File: src/hdl/bba_pkg.sv
// shared types, codes and defaults for the buddy block allocator
// no dependencies; used by every module of the block
package bba_pkg;

	localparam int POOL_PAGES_DEF = 16;
	localparam int NUM_LEVELS_DEF = 8;
	localparam int MIN_SHIFT_DEF  = 5;
	localparam int PAGE_BYTES_DEF = 4096;

	localparam int ADDR_W = 16;
	localparam int REQ_W  = 16;
	localparam int HDR_W  = 7;
	localparam int STAT_W = 3;
	localparam int SHW    = 5;
	localparam int MAP_W  = 32;
	localparam int MAP_WB = 5;

	localparam logic [HDR_W-1:0] HEADER_RESET = 7'd24;

	typedef enum logic [STAT_W-1:0] {
		STAT_OK        = 3'd0,
		STAT_NO_MEM    = 3'd1,
		STAT_TOO_LARGE = 3'd2,
		STAT_ZERO      = 3'd3,
		STAT_BAD_FREE  = 3'd4
	} stat_t;

	typedef enum logic {
		FN_ALLOC = 1'b0,
		FN_FREE  = 1'b1
	} func_t;

	typedef enum logic [1:0] {
		MS_SRCH  = 2'd0,
		MS_SELF  = 2'd1,
		MS_BUDDY = 2'd2,
		MS_SIB   = 2'd3
	} map_sel_t;

	typedef enum logic [3:0] {
		S_CLEAR,
		S_IDLE,
		S_CHECK,
		S_TAG_EVAL,
		S_SRCH_RD,
		S_SRCH_EVAL,
		S_SPLIT_RD,
		S_SPLIT_WR,
		S_TAG_WR,
		S_MERGE_RD,
		S_MERGE_EVAL,
		S_FINAL_WR,
		S_RESULT
	} fsm_t;

	typedef struct packed {
		logic     clr_step;
		logic     take_in;
		logic     map_rd;
		logic     map_wr;
		logic     map_set;
		map_sel_t map_sel;
		logic     tag_rd;
		logic     tag_wr;
		logic     tag_clr;
		logic     srch_init;
		logic     srch_next;
		logic     found_load;
		logic     lvl_dec;
		logic     free_load;
		logic     merge_step;
		logic     stat_load;
		stat_t    stat_code;
		logic     res_load;
	} bba_cmd_t;

	typedef struct packed {
		logic  clr_last;
		func_t func;
		logic  req_zero;
		logic  too_large;
		logic  misalign;
		logic  slot_oob;
		logic  tag_bad;
		logic  map_any;
		logic  buddy_bit;
		logic  row_last;
		logic  lvl_last;
		logic  at_want;
		logic  out_busy;
	} bba_stat_t;

endpackage

File: src/hdl/bba_ctrl.sv
// controller state machine of the buddy block allocator
// depends on bba_pkg; drives bba_dp through command and status structs
module bba_ctrl
	import bba_pkg::*;
(
	input  logic      clk,
	input  logic      arst_n,
	input  logic      s_tvalid,
	output logic      s_tready,
	input  bba_stat_t st,
	output bba_cmd_t  cmd
);

	fsm_t state_q, state_d;

	always_ff @(posedge clk or negedge arst_n) begin
		if (!arst_n) begin
			state_q <= S_CLEAR;
		end else begin
			state_q <= state_d;
		end
	end

	always_comb begin
		state_d  = state_q;
		cmd      = '0;
		s_tready = 1'b0;
		case (state_q)
			S_CLEAR: begin
				cmd.clr_step = 1'b1;
				if (st.clr_last) begin
					state_d = S_IDLE;
				end
			end
			S_IDLE: begin
				s_tready = 1'b1;
				if (s_tvalid) begin
					cmd.take_in = 1'b1;
					state_d     = S_CHECK;
				end
			end
			S_CHECK: begin
				if (st.func == FN_ALLOC) begin
					if (st.req_zero) begin
						cmd.stat_load = 1'b1;
						cmd.stat_code = STAT_ZERO;
						state_d       = S_RESULT;
					end else if (st.too_large) begin
						cmd.stat_load = 1'b1;
						cmd.stat_code = STAT_TOO_LARGE;
						state_d       = S_RESULT;
					end else begin
						cmd.srch_init = 1'b1;
						state_d       = S_SRCH_RD;
					end
				end else begin
					if (st.misalign || st.slot_oob) begin
						cmd.stat_load = 1'b1;
						cmd.stat_code = STAT_BAD_FREE;
						state_d       = S_RESULT;
					end else begin
						cmd.tag_rd = 1'b1;
						state_d    = S_TAG_EVAL;
					end
				end
			end
			S_TAG_EVAL: begin
				if (st.tag_bad) begin
					cmd.stat_load = 1'b1;
					cmd.stat_code = STAT_BAD_FREE;
					state_d       = S_RESULT;
				end else begin
					cmd.free_load = 1'b1;
					cmd.tag_wr    = 1'b1;
					cmd.tag_clr   = 1'b1;
					state_d       = S_MERGE_RD;
				end
			end
			S_MERGE_RD: begin
				cmd.map_rd = 1'b1;
				if (st.lvl_last) begin
					cmd.map_sel = MS_SELF;
					state_d     = S_FINAL_WR;
				end else begin
					cmd.map_sel = MS_BUDDY;
					state_d     = S_MERGE_EVAL;
				end
			end
			S_MERGE_EVAL: begin
				if (st.buddy_bit) begin
					cmd.map_wr     = 1'b1;
					cmd.map_sel    = MS_BUDDY;
					cmd.merge_step = 1'b1;
					state_d        = S_MERGE_RD;
				end else begin
					cmd.map_rd  = 1'b1;
					cmd.map_sel = MS_SELF;
					state_d     = S_FINAL_WR;
				end
			end
			S_FINAL_WR: begin
				cmd.map_wr    = 1'b1;
				cmd.map_set   = 1'b1;
				cmd.map_sel   = MS_SELF;
				cmd.stat_load = 1'b1;
				cmd.stat_code = STAT_OK;
				state_d       = S_RESULT;
			end
			S_SRCH_RD: begin
				cmd.map_rd  = 1'b1;
				cmd.map_sel = MS_SRCH;
				state_d     = S_SRCH_EVAL;
			end
			S_SRCH_EVAL: begin
				cmd.map_sel = MS_SRCH;
				if (st.map_any) begin
					cmd.map_wr     = 1'b1;
					cmd.found_load = 1'b1;
					state_d        = st.at_want ? S_TAG_WR : S_SPLIT_RD;
				end else if (st.row_last && st.lvl_last) begin
					cmd.stat_load = 1'b1;
					cmd.stat_code = STAT_NO_MEM;
					state_d       = S_RESULT;
				end else begin
					cmd.srch_next = 1'b1;
					state_d       = S_SRCH_RD;
				end
			end
			S_SPLIT_RD: begin
				cmd.map_rd  = 1'b1;
				cmd.map_sel = MS_SIB;
				state_d     = S_SPLIT_WR;
			end
			S_SPLIT_WR: begin
				cmd.map_wr  = 1'b1;
				cmd.map_set = 1'b1;
				cmd.map_sel = MS_SIB;
				if (st.at_want) begin
					state_d = S_TAG_WR;
				end else begin
					cmd.lvl_dec = 1'b1;
					state_d     = S_SPLIT_RD;
				end
			end
			S_TAG_WR: begin
				cmd.tag_wr    = 1'b1;
				cmd.stat_load = 1'b1;
				cmd.stat_code = STAT_OK;
				state_d       = S_RESULT;
			end
			S_RESULT: begin
				if (!st.out_busy) begin
					cmd.res_load = 1'b1;
					state_d      = S_IDLE;
				end
			end
			default: begin
				state_d = S_CLEAR;
			end
		endcase
	end

endmodule

File: config.mk
export PLATFORM = sky130hd
export DESIGN_NAME = bba_ctrl
export DESIGN_NICKNAME = d
export VERILOG_FILES = /design/src/hdl/bba_pkg.sv /design/src/hdl/bba_ctrl.sv
export SDC_FILE = /design/constraint.sdc
export NUM_CORES = 1
export LEC_CHECK = 0
export BUFFER_PORTS_ARGS = -buffer_cell sky130_fd_sc_hd__buf_2
export CAP_MARGIN = 20
export CORE_MARGIN = 3
export CORE_UTILIZATION = 43
export CTS_CLUSTER_DIAMETER = 60
export DETAILED_ROUTE_END_ITERATION = 12
export PLACE_DENSITY = 0.78
export SETUP_SLACK_MARGIN = 0.2
export SLEW_MARGIN = 30
export SYNTH_ARGS = -nofsm -noshare
export SYNTH_HDL_FRONTEND = slang
export SYNTH_SLANG_ARGS = --single-unit
File: constraint.sdc
create_clock -name clk -period 2.1 [get_ports clk]
set_clock_uncertainty 0.15 [all_clocks]
set_input_delay 0.315 -clock clk [delete_from_list [all_inputs] [get_ports clk]]
set_output_delay 0.315 -clock clk [all_outputs]
set_load 0.02 [all_outputs]
==> metrics.yaml <==
final_util: 0.8712
finalNonFillerCells: 172
drt_iter0_markers: 63
hold_viol_final: 0
outcome: "finished, final reports clean"
tightest_slew_ns: 0.4380
maxCapViolCount: 0
diodes: 0
grt_max_degree: 14
finalSetupTns_ns: 0
vias: 1121
synth.net_count: 117
period_minus_slack_ns: 2.078
crit_top_cell: "buf_6"
detail-route-antenna-nets: 0
synthArstFlopShare: 1.000
reg2reg_setup_slack_ns: 0.21
drc: 0
period_share: 0.9894
power.leakage_nw: 0.5857
h-tree-depth: 1
insertion_delay_ns: 0.26
place.gp.congestion: 0.8362
die_area_um2: 2116
peakVddDrop_uv: 1014
port_buffers: 37
p_per_area_nw_per_um2: 1459
hp-class: "input port to register"
place_area_um2: 935.9
worstPathRequired_ns: 1.63
cp_data_arrival_time_ns: 1.61
final_area_um2: 1219
yosysUniqueCellTypes: 39
clkSlewWorstSetupHoldPaths_ns: 0.05
synth_seq_cells: 4
die_h_um: 46.01
slew_headroom: 0.7053
dp_hpwl_mm: 1.684
cts_root_buffer: "clkbuf_4"
cts_buffers: 3
synthFlopType: "dfrtp_1"
finalSetupViolCount: 0
crit_path_start_kind: "register"
grt_remaining_overflow: 0
grt_pass1_wl_mm: 4.291
worstPathCellList: "buf_6 > nor4b_4 > buf_4 > a31o_2 > buf_6"
clock-sinks: 4
drt-pass1-iter-count: 5
netlist_instances: 101
timing.rr.end: "state_q[1]$_DFFE_PN0P_"
holdPathEnd: "state_q[0]$_DFFE_PN0P_"
drive_gt1_frac: 0.5159
whs_path_depth: 3
crit_slowest_cell: "dfrtp_1"
synthesis.area_um2: 688.2
reg_top3: "state_q x4"
end_kind: "primary output"
largest_reg_flops: 4
wl_per_cell_um: 18.60
io_pins: 38
timing.fmax_mhz: 481.3
r2r_start: "state_q[3]$_DFFE_PN0P_"
cp_slowest_stage_delay_ns: 0.42
ys_seq_area_frac: 0.1455
syn_to_final_growth_pct: 77.09
finalPower_mw: 1.778
worstHoldStart: "s_tvalid"
synth_edf_count: 0
rr_worst_depth: 6
avgSynthCellArea_um2: 6.813
totalWireLength_mm: 3.200
grt_usage: 0.2809
cts_tree: "done"
yosys_warnings: 0
layout.nets: 175
core_region_area_um2: 1399
first_global_vias: 926
cts_buffer_depth: 2
regMostFlops: "state_q"
die_w_um: 46.01
vias_per_cell: 6.517
row_count: 13
crit_type: "register to primary output"
start_util: 0.4919
drv_slew: 0
numPlacedInstances: 154
antenna_found_initial: 0
crit_fanout: 4
fillCellCount: 87
grt_setup_unrepaired: "true"
## cell type report
type,instances,area (um2),area share
Tap cell,15,18.77,0.01540
Sequential cell,4,102.6,0.08419
Multi-Input combinational cell,84,604.3,0.4959
Clock buffer,3,22.52,0.01848
Timing Repair Buffer,61,451.7,0.3706
Inverter,5,18.77,0.01540
## critical path: cells and delay by family (launching register included)
family	cells	cell delay (ns)
AOI/OAI and AO/OA	1	0.15
and+or+nand+nor	1	0.34
DFF	1	0.42
buffers and inverters	3	0.44
## logic make-up after synthesis
group,share of synthesized area
buffers and inverters,0.08728
DFF,0.1455
AOI/OAI and AO/OA,0.3345
and+or+nand+nor,0.4327
## placed cells by master (no fill, tap or decap), types with 2 or more instances in the layout
| cell type | netlist | final |
|---|---|---|
| buf_6 | 0 | 15 |
| nor4b_4 | 1 | 2 |
| o211ai_1 | 2 | 2 |
| nor2_1 | 9 | 8 |
| and3_1 | 2 | 2 |
| o31ai_1 | 4 | 3 |
| a31oi_1 | 2 | 2 |
| nor3b_1 | 3 | 2 |
| nor3_1 | 7 | 5 |
| o21ai_0 | 7 | 5 |
| a21oi_1 | 6 | 6 |
| nor2b_1 | 4 | 4 |
| buf_4 | 1 | 19 |
| dfrtp_1 | 4 | 2 |
| buf_2 | 6 | 26 |
| o21a_1 | 2 | 2 |
| nand2_1 | 9 | 8 |
| nand2b_1 | 4 | 3 |
| inv_1 | 5 | 5 |
| nand3_1 | 2 | 2 |
| clkbuf_4 | 0 | 3 |
| dfrtp_2 | 0 | 2 |
## power breakdown
part           switching [mW]  total (mW)  internal (mW)
sequential             0.0814       0.200          0.119
clock                  0.0528       0.118         0.0654
combinational           0.779        1.46          0.681
## timing repair
item / CTS / global route
hold buffers: 1 / 0
pin swaps: 8 / 11
setup endpoints to repair: 18 / 21
endpoints found under the hold margin: 4 / 0
resized for setup: 22 / 21
setup buffers: 10 / 4
## cell usage after synthesis (all sizes together), types with 2 or more instances
cell	n	area, um2
nor4b	2	32.53
nand2b	5	33.78
nor2	9	33.78
a221oi	2	23.77
nor4	3	25.02
buf	7	37.54
o211ai	2	15.01
inv	5	18.77
a31oi	2	12.51
nand2	9	33.78
nor3b	3	22.52
nand3	2	10.01
o31ai	4	30.03
o21ai	7	35.03
a21oi	6	30.03
and3	2	12.51
dfrtp	4	100.1
nor3	7	35.03
nor2b	4	25.02
o21a	2	15.01
## routing by layer
metal | global-route usage | vias up | wire, um
met3 | 0.02767 | 28 | 322
li1 | - | 489 | -
met5 | 0 | - | 0
met1 | 0.3741 | 506 | 1190
met4 | 0.1136 | 0 | 196
met2 | 0.4560 | 98 | 1491
## through the flow
step / hold WS, ns / setup WS [ns]
CTS: 0.2650 / 0.04736
global placement: -0.02993 / 0.2593
floorplan: -0.1306 / 0.1982
finish: 0.2740 / 0.02217
detailed placement: -0.03090 / 0.2445
global route: 0.2865 / -0.07513
## how the worst max path moves through the flow
| stage | from | to | slack (ns) | depth (start not counted) |
|---|---|---|---|---|
| floorplan | state_q[3]$_DFFE_PN0P_ | cmd[17] | 0.20 | 3 |
| global placement | state_q[3]$_DFFE_PN0P_ | cmd[4] | 0.26 | 5 |
| detailed placement | state_q[3]$_DFFE_PN0P_ | cmd[4] | 0.24 | 5 |
| CTS | state_q[3]$_DFFE_PN0P_ | cmd[10] | 0.05 | 5 |
| global route | state_q[2]$_DFFE_PN0P_ | cmd[10] | -0.08 | 5 |
| finish | state_q[3]$_DFFE_PN0P_ | cmd[1] | 0.02 | 5 |
Note: power is estimated with default switching activity, not from simulation.
